===== config.mk =====
export PLATFORM = sky130hd
export DESIGN_NAME = compacting_slot_list_top
export DESIGN_NICKNAME = d
export VERILOG_FILES = /design/src/hw/rtl/csl_pkg.sv /design/src/hw/rtl/compacting_slot_list_top.sv
export SDC_FILE = /design/constraint.sdc
export NUM_CORES = 2
export LEC_CHECK = 0
export ABC_AREA = 0
export BUFFER_PORTS_ARGS = -buffer_cell sky130_fd_sc_hd__buf_2
export CORE_UTILIZATION = 60
export CTS_CLUSTER_DIAMETER = 200
export DETAILED_ROUTE_END_ITERATION = 12
export PLACE_DENSITY = 0.81
export SETUP_SLACK_MARGIN = 0.2
export SYNTH_ARGS = -nofsm -noshare
export SYNTH_HDL_FRONTEND = slang
export SYNTH_SLANG_ARGS = --single-unit

===== constraint.sdc =====
create_clock -name aclk -period 9.6 [get_ports aclk]
set_input_delay 0.48 -clock aclk [delete_from_list [all_inputs] [get_ports aclk]]
set_output_delay 0.48 -clock aclk [all_outputs]
set_load 0.005 [all_outputs]

===== src/hw/rtl/csl_pkg.sv =====
package csl_pkg;

    localparam int SLOT_COUNT  = 16;
    localparam int VALUE_WIDTH = 32;
    localparam int SLOT_W      = $clog2(SLOT_COUNT);
    localparam int COUNT_W     = $clog2(SLOT_COUNT + 1);
    localparam int CNT_W       = 32;

    localparam logic [1:0] FUNC_INSERT = 2'd0;
    localparam logic [1:0] FUNC_REMOVE = 2'd1;
    localparam logic [1:0] FUNC_CLEAR  = 2'd2;
    localparam logic [1:0] FUNC_READ   = 2'd3;

    localparam logic [1:0] STATUS_DONE  = 2'd0;
    localparam logic [1:0] STATUS_FULL  = 2'd1;
    localparam logic [1:0] STATUS_EMPTY = 2'd2;

    typedef struct packed {
        logic [1:0]                    func;
        logic signed [VALUE_WIDTH-1:0] item_value;
        logic [SLOT_W-1:0]             slot_index;
    } in_item_t;

    typedef struct packed {
        logic [1:0]                    status;
        logic [SLOT_W-1:0]             slot_used;
        logic signed [VALUE_WIDTH-1:0] read_value;
        logic                          slot_occupied;
        logic [COUNT_W-1:0]            entry_count;
        logic [CNT_W-1:0]              move_total;
        logic [CNT_W-1:0]              compare_total;
    } out_item_t;

endpackage


===== src/hw/rtl/compacting_slot_list_top.sv =====
// A result is registered when its input is accepted. Throughput: one
// transaction per cycle unless the sink stalls; the next is taken while a
// result is being handed over, set by the single output register.
// Reset (aresetn low, synchronous): table empty, counters zero, bottom fill,
// output register empty. Slot values are not cleared.
module compacting_slot_list_top
    import csl_pkg::*;
(
    input  logic      aclk,
    input  logic      aresetn,
    input  logic      s_valid,
    output logic      s_ready,
    input  in_item_t  s_data,
    output logic      m_valid,
    input  logic      m_ready,
    output out_item_t m_data,
    input  logic      cfg_valid,
    output logic      cfg_ready,
    input  logic      cfg_wdata
);

    logic [VALUE_WIDTH-1:0] slot_val_reg  [SLOT_COUNT];
    logic [VALUE_WIDTH-1:0] slot_val_next [SLOT_COUNT];
    logic [VALUE_WIDTH-1:0] from_above    [SLOT_COUNT];
    logic [VALUE_WIDTH-1:0] from_below    [SLOT_COUNT];
    logic [SLOT_COUNT-1:0]  full_reg, full_next;
    logic [COUNT_W-1:0]     held_reg, held_next;
    logic [CNT_W-1:0]       moves_reg, moves_next;
    logic [CNT_W-1:0]       cmps_reg, cmps_next;
    logic                   top_mode_reg;
    logic                   m_valid_reg;
    out_item_t              out_reg, out_next;

    logic                   accept;
    logic                   free_found;
    logic [SLOT_W-1:0]      free_slot;
    logic [COUNT_W-1:0]     probes;
    logic [SLOT_COUNT-1:0]  gap_bits;
    logic                   gap_found;
    logic [SLOT_W-1:0]      gap_pos;
    logic [SLOT_W-1:0]      run_end;
    logic [SLOT_W-1:0]      steps;
    logic [SLOT_W-1:0]      idx;
    logic                   idx_full;

    function automatic logic [CNT_W-1:0] sat_add(logic [CNT_W-1:0] a, logic [CNT_W-1:0] b);
        logic [CNT_W:0] s;
        s = {1'b0, a} + {1'b0, b};
        return s[CNT_W] ? {CNT_W{1'b1}} : s[CNT_W-1:0];
    endfunction

    assign accept    = s_valid && s_ready;
    assign s_ready   = !m_valid_reg || m_ready;
    assign m_valid   = m_valid_reg;
    assign m_data    = out_reg;
    assign cfg_ready = 1'b1;
    assign idx       = s_data.slot_index;
    assign idx_full  = full_reg[idx];

    always_comb begin
        for (int s = 0; s < SLOT_COUNT - 1; s++) begin
            from_above[s]     = slot_val_reg[s+1];
            from_below[s + 1] = slot_val_reg[s];
        end
        from_above[SLOT_COUNT-1] = slot_val_reg[SLOT_COUNT-1];
        from_below[0]            = slot_val_reg[0];
    end

    // first free slot in fill order
    always_comb begin
        free_found = 1'b0;
        free_slot  = '0;
        if (top_mode_reg) begin
            for (int s = 0; s < SLOT_COUNT; s++) begin
                if (!full_reg[s]) begin
                    free_found = 1'b1;
                    free_slot  = SLOT_W'(s);
                end
            end
        end else begin
            for (int s = SLOT_COUNT - 1; s >= 0; s--) begin
                if (!full_reg[s]) begin
                    free_found = 1'b1;
                    free_slot  = SLOT_W'(s);
                end
            end
        end
        if (!free_found) begin
            probes = COUNT_W'(SLOT_COUNT);
        end else if (top_mode_reg) begin
            probes = COUNT_W'(SLOT_COUNT) - {1'b0, free_slot};
        end else begin
            probes = {1'b0, free_slot} + COUNT_W'(1);
        end
    end

    // nearest free slot beyond the removed one, in the shift direction
    always_comb begin
        for (int s = 0; s < SLOT_COUNT; s++) begin
            gap_bits[s] = !full_reg[s] &&
                          (top_mode_reg ? (SLOT_W'(s) < idx) : (SLOT_W'(s) > idx));
        end
        gap_found = 1'b0;
        gap_pos   = '0;
        if (top_mode_reg) begin
            for (int s = 0; s < SLOT_COUNT; s++) begin
                if (gap_bits[s]) begin
                    gap_found = 1'b1;
                    gap_pos   = SLOT_W'(s);
                end
            end
            run_end = gap_found ? gap_pos + SLOT_W'(1) : '0;
            steps   = idx - run_end;
        end else begin
            for (int s = SLOT_COUNT - 1; s >= 0; s--) begin
                if (gap_bits[s]) begin
                    gap_found = 1'b1;
                    gap_pos   = SLOT_W'(s);
                end
            end
            run_end = gap_found ? gap_pos - SLOT_W'(1) : SLOT_W'(SLOT_COUNT - 1);
            steps   = run_end - idx;
        end
    end

    always_comb begin
        slot_val_next = slot_val_reg;
        full_next     = full_reg;
        held_next     = held_reg;
        moves_next    = moves_reg;
        cmps_next     = cmps_reg;
        out_next      = '0;
        out_next.slot_used = idx;
        case (s_data.func)
            FUNC_INSERT: begin
                cmps_next = sat_add(cmps_reg, CNT_W'(probes));
                if (free_found) begin
                    slot_val_next[free_slot] = s_data.item_value;
                    full_next[free_slot]     = 1'b1;
                    held_next                = held_reg + COUNT_W'(1);
                    out_next.slot_used       = free_slot;
                end else begin
                    out_next.status    = STATUS_FULL;
                    out_next.slot_used = '0;
                end
            end
            FUNC_REMOVE: begin
                if (!idx_full) begin
                    out_next.status = STATUS_EMPTY;
                end else begin
                    for (int s = 0; s < SLOT_COUNT; s++) begin
                        if (top_mode_reg) begin
                            if (SLOT_W'(s) > run_end && SLOT_W'(s) <= idx) begin
                                slot_val_next[s] = from_below[s];
                            end
                        end else begin
                            if (SLOT_W'(s) >= idx && SLOT_W'(s) < run_end) begin
                                slot_val_next[s] = from_above[s];
                            end
                        end
                    end
                    full_next[run_end] = 1'b0;
                    held_next          = held_reg - COUNT_W'(1);
                    moves_next         = sat_add(moves_reg, CNT_W'(steps));
                    cmps_next          = sat_add(cmps_reg, CNT_W'(steps));
                end
            end
            FUNC_CLEAR: begin
                full_next          = '0;
                held_next          = '0;
                out_next.slot_used = '0;
            end
            FUNC_READ: begin
                if (idx_full) begin
                    out_next.slot_occupied = 1'b1;
                    out_next.read_value    = slot_val_reg[idx];
                end
            end
            default: begin
                out_next.status = STATUS_DONE;
            end
        endcase
        out_next.entry_count   = held_next;
        out_next.move_total    = moves_next;
        out_next.compare_total = cmps_next;
    end

    always_ff @(posedge aclk) begin
        if (!aresetn) begin
            full_reg     <= '0;
            held_reg     <= '0;
            moves_reg    <= '0;
            cmps_reg     <= '0;
            top_mode_reg <= 1'b0;
            m_valid_reg  <= 1'b0;
        end else begin
            if (cfg_valid) begin
                top_mode_reg <= cfg_wdata;
            end
            if (accept) begin
                full_reg    <= full_next;
                held_reg    <= held_next;
                moves_reg   <= moves_next;
                cmps_reg    <= cmps_next;
                m_valid_reg <= 1'b1;
            end else if (m_ready) begin
                m_valid_reg <= 1'b0;
            end
        end
    end

    always_ff @(posedge aclk) begin
        if (accept) begin
            slot_val_reg <= slot_val_next;
            out_reg      <= out_next;
        end
    end

endmodule


=== Word-level counts from Yosys, hierarchy flattened ===
Index checks and enable logic that the tools add are counted.

* $add $sub $neg: 11
* Order comparisons: 100
* Equality and inequality tests: 37
* Multiplexer cells: 236
* Bitwise logic cells: 5
* Reduce and logical (&&, ||, !) cells: 90

{| class="wikitable"
|+ Operators by type and width
! cell !! number
|-
| $mux W32 || 55
|-
| $mux W512 || 2
|-
| $pmux W512 S2 || 1
|-
| $bwmux W512 || 1
|-
| $mux W4 || 68
|-
| $bmux W32 S4 || 1
|-
| $demux W32 S4 || 1
|-
| $reduce_and A6 Y1 || 16
|-
| $mux W1 || 92
|-
| $ne A3 B3 Y1 const B || 28
|-
| $add A32 B4 Y33 || 2
|-
| $gt A4 B4 Y1 const A || 16
|-
| $pmux W32 S2 || 1
|-
| $lt A4 B4 Y1 const A || 15
|-
| $logic_and A1 B1 Y1 || 50
|-
| $pmux W16 S3 || 1
|-
| $add A32 B5 Y33 || 1
|-
| $gt A3 B4 Y1 const A || 8
|-
| $le A4 B4 Y1 const A || 8
|-
| $lt A3 B4 Y1 const A || 8
|-
| $mux W16 || 2
|-
| $ge A4 B4 Y1 const A || 7
|-
| $mux W5 || 4
|-
| $logic_not A1 Y1 || 17
|-
| other kinds (40) || 74
|}

* Register bits: 707
* Input bits: 44
* Word-level logic and storage cells: 508

=== Logic depth before layout (Yosys ltp) ===
* Depth in word-level cells: 31
* Mapped depth: 31

=== Worst setup path after synthesis ===
Ideal clock, no wire load.

* Path kind: reg2reg
* Start point: reg full_reg[12]
* End point: reg slot_val_reg (netlist bit from_above[352]), enable pin
* Arrival time: 5945 ps
* Required time: 9067 ps
* Setup slack: 3122 ps
* Cell stages (with the launch flop): 15
* Period minus slack after synthesis: 6478 ps
* Cells stage by stage: dfxtp_1 clkbuf_1 inv_1 a21o_1 a21oi_1 o21ai_0 a21oi_1 o2111a_1 nor2_1 a21o_1 inv_1 ha_1 clkbuf_1 nand2_1 o311ai_0

* Word-level cells in the longest chain between the ends: 23

{| class="wikitable"
|+ RTL lines
! item !! line !! source
|-
| start, declared || compacting_slot_list_top.sv:26 || <nowiki>logic [SLOT_COUNT-1:0] full_reg, full_next;</nowiki>
|-
| start signal, assigned || compacting_slot_list_top.sv:201 || <nowiki>full_reg <= full_next;</nowiki>
|-
| $logic_not A1 Y1 || compacting_slot_list_top.sv:100 || <nowiki>gap_bits[s] = !full_reg[s] &&</nowiki>
|-
| $logic_and A1 B1 Y1 || compacting_slot_list_top.sv:100 ||
|-
| $mux W4 (13 in a row) || compacting_slot_list_top.sv:116 || <nowiki>if (gap_bits[s]) begin</nowiki>
|-
| $mux W4 || compacting_slot_list_top.sv:105 || <nowiki>if (top_mode_reg) begin</nowiki>
|-
| $sub A4 B1 Y4 || compacting_slot_list_top.sv:121 || <nowiki>run_end = gap_found ? gap_pos - SLOT_W'(1) : SLOT_W'(SLOT_COUNT - 1);</nowiki>
|-
| $mux W4 || compacting_slot_list_top.sv:121 ||
|-
| $mux W4 || compacting_slot_list_top.sv:105 ||
|-
| $gt A3 B4 Y1 / $lt A3 B4 Y1 (equally long branches) || compacting_slot_list_top.sv:153, compacting_slot_list_top.sv:157 ||
|-
| $logic_and A1 B1 Y1 (on tied branches) || compacting_slot_list_top.sv:153, compacting_slot_list_top.sv:157 ||
|-
| $ne A3 B3 Y1 (no line) || - ||
|-
| $reduce_and A6 Y1 (no line) (*) || - ||
|-
| end signal, assigned || compacting_slot_list_top.sv:214 || <nowiki>slot_val_reg <= slot_val_next;</nowiki>
|-
| end, declared || compacting_slot_list_top.sv:22 || <nowiki>logic [VALUE_WIDTH-1:0] slot_val_reg [SLOT_COUNT];</nowiki>
|}

Mark *: on every way between the ends. The rest lies on a longest branch, timed or not. The select of a mux whose other input is x is not followed.
A chain may end at the register's enable or synchronous reset.

=== Worst setup path after layout ===
* Start point: reg top_mode_reg
* End point: reg cmps_reg[21]

* Word-level cells in the longest chain between the ends: 27

{| class="wikitable"
|+ RTL lines
! item !! line !! source
|-
| start, declared || compacting_slot_list_top.sv:30 || <nowiki>logic top_mode_reg;</nowiki>
|-
| start signal, assigned || compacting_slot_list_top.sv:198 || <nowiki>top_mode_reg <= cfg_wdata;</nowiki>
|-
| $mux W1 || compacting_slot_list_top.sv:101 || <nowiki>(top_mode_reg ? (SLOT_W'(s) < idx) : (SLOT_W'(s) > idx));</nowiki>
|-
| $logic_and A1 B1 Y1 || compacting_slot_list_top.sv:100 ||
|-
| $mux W4 (16 in a row) || compacting_slot_list_top.sv:116 ||
|-
| $mux W4 || compacting_slot_list_top.sv:105 ||
|-
| $sub A4 B1 Y4 || compacting_slot_list_top.sv:121 ||
|-
| $mux W4 || compacting_slot_list_top.sv:121 ||
|-
| $sub A4 B4 Y4 || compacting_slot_list_top.sv:122 || <nowiki>steps = run_end - idx;</nowiki>
|-
| $mux W4 || compacting_slot_list_top.sv:105 ||
|-
| $add A32 B4 Y33 || compacting_slot_list_top.sv:48 || <nowiki>s = {1'b0, a} + {1'b0, b};</nowiki>
|-
| $mux W32 || compacting_slot_list_top.sv:49 || <nowiki>return s[CNT_W] ? {CNT_W{1'b1}} : s[CNT_W-1:0];</nowiki>
|-
| $mux W32 || compacting_slot_list_top.sv:148 || <nowiki>if (!idx_full) begin</nowiki>
|-
| $pmux W32 S2 (*) || compacting_slot_list_top.sv:134 || <nowiki>case (s_data.func)</nowiki>
|-
| named net cmps_next[21] || compacting_slot_list_top.sv:29 || <nowiki>logic [CNT_W-1:0] cmps_reg, cmps_next;</nowiki>
|-
| end signal, assigned || compacting_slot_list_top.sv:204 || <nowiki>cmps_reg <= cmps_next;</nowiki>
|-
| end, declared || compacting_slot_list_top.sv:29 ||
|}

Mark *: on every way through the listed nets, which the timed path passes. The rest lies on a longest branch. The select of a mux whose other input is x is not followed.

==> results.ini <==
[clock_network]
clock_latency_ps=650
cts_post_setup_buffers_inserted=0
clkTransAtPathRegs_ps=60
post_cts_resize_count=0
clockRootBuffer=clkbuf_16
numCtsBuffers=76
cts.path.max_buffers=3
cts_tree=done
clock_sinks=707
h-tree-depth=3
cts-hold-fix-buffers=0

[sta]
finalHoldViolCount=0
timing.final.ws_setup_ps=2301
final.period_utilization=0.7603
max-slew-margin-rel=-0.02597
slew_violations=50
setup_violations=0
holdWs_ps=99.24
post-route-min-period_ps=7299
fin_skew_ps=30.71
worst_pin_slew_ps=1539
clock.fmax_mhz=137.0
finalSetupTns_ps=0
rsz0062_at_grt=no

[pwr]
p_leak_nw=14.57
p_per_area_nw_per_um2=167.8
p_total_mw=7.437
vdd_drop_max_uv=181.5

[synth]
yosys.area_share.simple=0.07859
synth-adder-area-share=0.01231
synth-edff-count=620
synth_mux_area_frac=0.2054
synth_ff_type=edfxtp_1
synth_area_um2=40650
netlist_instances=3450
syn_nets=3531
synth.area.top_cells=edfxtp_1 46%, mux2i_1 11%, mux4_2 9.1%
yosysTopAreaCellShare=0.4580
synth_xor_xnor_area_share=0.009696
synth_compound_area_frac=0.1532
async_reset_ff_frac=0
ys.warnings.count=0
avgSynthCellArea_um2=11.78
synth.largest_area_cell=edfxtp_1
yosysSeqAreaShare=0.5009
ys_types=104
ys_ff_latch=707
synth_top_family_by_area=multiplexers

[grt]
grt_pass1_vias=30620
antenna_found_initial=1
grt_max_degree=179
overflow=0
grt_util_all_layers=0.3444
grt_pass1_wl_mm=184.0

[hold_path]
worstHoldPathType=input port to flop
min_from=s_valid

[detailed_routing]
vias_per_cell=7.440
final_antenna_net_count=0
drc=0
num_vias=32110
wirelength_mm=120.8
drtIter0Drc=5143
drt_pass1_iterations=6
routedWlPerCell_um=27.98

[placed_design]
portBuffers=153
place_congestion=0.9476
dpl_cell_area_um2=41780
place_hpwl_mm=66.08
pre_cts_slack_ps=2166

[worst_setup_path]
worstSetupPathType=flop to flop
crit_path_max_incr_delay_ps=1000
cp_common_cell=ha_1
crit_start=top_mode_reg$_SDFFE_PN0P_
worstPathRequired_ps=10140
end_kind=flop
startpoint_type=flop
cp.arrival_ps=7840
critPathMaxFanout=77
cp_cell_sequence=inv_2, a221oi_2, a21oi_1, a211oi_2, o21ai_0, ha_1, nand2_1, ha_1, a21o_1, a21oi_1, xnor2_1, nand2_1, o21ai_0, xnor2_1, ha_1, o21a_1, o211ai_1, or2_2, nor2_1, o41ai_1, o22ai_1, nor2_1, a211oi_1
cpMaxStageDelayCell=dfxtp_4
r2r-start=top_mode_reg$_SDFFE_PN0P_

[final_layout]
fin_area_um2=44320
drive_above_1_share=0.1705
largest_reg_flops=480
area_growth_pct=9.038
nets=3462

[status]
status=finished with violations
violations=max-slew violations

[job]
maxCapViolCount=0

[floorplan]
die_w_um=262.3
core_area_um2=67160
initial_core_util=0.6053
rows=95
die_area_um2=68790
dieHeight_um=262.3
io_pins=155

[logic make-up (layout without fill, tap and decap cells)]
| group | Yosys count | after routing |
|---|---|---|
| simple gates | 671 | 671 |
| xor+xnor | 45 | 45 |
| mux | 627 | 627 |
| flops | 707 | 707 |
| buf+inv | 403 | 395 |
| compound gates | 959 | 959 |
| fa+ha+maj | 37 | 37 |
| other cells | 1 | 2 |
[metal layers]
layer | track usage | vias to the layer above | part of all wire
li1 | - | 13570 | -
met5 | 0 | - | 0
met1 | 0.4667 | 15560 | 0.37
met2 | 0.5309 | 2497 | 0.45
met3 | 0.07500 | 488 | 0.13
met4 | 0.1649 | 0 | 0.053
[metrics by stage]
step                  util  std cells
floorplan                -       3450
global placement    0.6222       4176
detailed placement  0.6222       4176
CTS                 0.6599       4315
global route        0.6599       4315
finish              0.6600       4316
[worst max-delay path: cells and delay by family, from the launching register on]
kind,cells,cell delay (ps)
AOI/OAI and AO/OA,12,2650
xor gates and xnor gates,2,330
adders and majority gates,3,1090
buffers and inverters,1,470
DFF,1,1000
and+or+nand+nor,5,1630
[layout make-up]
class / count / area (µm²)
inverter: 51 / 203.9
clock inverter: 45 / 514.2
multi-input combinational: 2340 / 18890
antenna: 1 / 2.502
fill: 4784 / 22840
sequential: 707 / 20360
clock buffer: 94 / 2021
timing repair buffer: 205 / 1230
tap: 873 / 1092
[cell usage in the layout, fill, tap and decap left out, drive strengths merged, types with 14 or more instances in the layout]
| cell type | netlist | layout |
|---|---|---|
| a211oi | 19 | 19 |
| a21o | 19 | 19 |
| a21oi | 102 | 102 |
| a311oi | 19 | 19 |
| a31oi | 42 | 42 |
| and2 | 15 | 15 |
| and3 | 48 | 48 |
| buf | 81 | 204 |
| clkbuf | 271 | 95 |
| clkinv | 2 | 30 |
| dfxtp | 87 | 87 |
| edfxtp | 620 | 620 |
| ha | 32 | 32 |
| inv | 49 | 54 |
| mux2i | 457 | 457 |
| mux4 | 165 | 165 |
| nand2 | 255 | 255 |
| nand3 | 53 | 53 |
| nand4 | 25 | 25 |
| nor2 | 147 | 147 |
| nor3 | 51 | 51 |
| o211ai | 18 | 18 |
| o21ai | 155 | 155 |
| o22ai | 461 | 461 |
| or2 | 14 | 14 |
| xnor2 | 26 | 26 |
| xor2 | 19 | 19 |
[Yosys cell counts (6+ instances only)]
cell      number
a211oi_1      17
a21o_1        19
a21oi_1       99
a221o_1        8
a22oi_1        6
a311oi_1      18
a31oi_1       42
a41oi_1        8
and2_1        14
and3_1        48
and4_1        10
buf_1         44
buf_2         25
buf_6          8
clkbuf_1     271
dfxtp_1       87
edfxtp_1     620
ha_1          32
inv_1         48
mux2i_1      457
mux4_2       165
nand2_1      254
nand2b_1       9
nand3_1       51
nand4_1       24
nor2_1       146
nor2b_1        8
nor3_1        49
nor4_1        10
o211ai_1      17
o21a_1        12
o21ai_0      147
o21ai_1        6
o21bai_1       6
o22ai_1      461
o31ai_1       12
or2_2         13
or3_1          8
xnor2_1       26
xor2_1        19
[path summary, 6_finish.rpt]
check,endpoint,slack (ps),cells after the start
hold / removal,m_valid$_SDFFE_PN0P_,100,3
setup reg to reg,cmps_reg[21]$_SDFFE_PN0P_,2300,23
hold reg to reg,held_reg[4]$_SDFFE_PN0P_,480,2
setup / recovery,cmps_reg[21]$_SDFFE_PN0P_,2300,23
[report_power, final]
group | switching, mW | internal [mW]
Sequential | 0.0508 | 3.40
Clock | 1.28 | 1.77
Combinational | 0.591 | 0.345
Power figures use the tool's default switching activity.
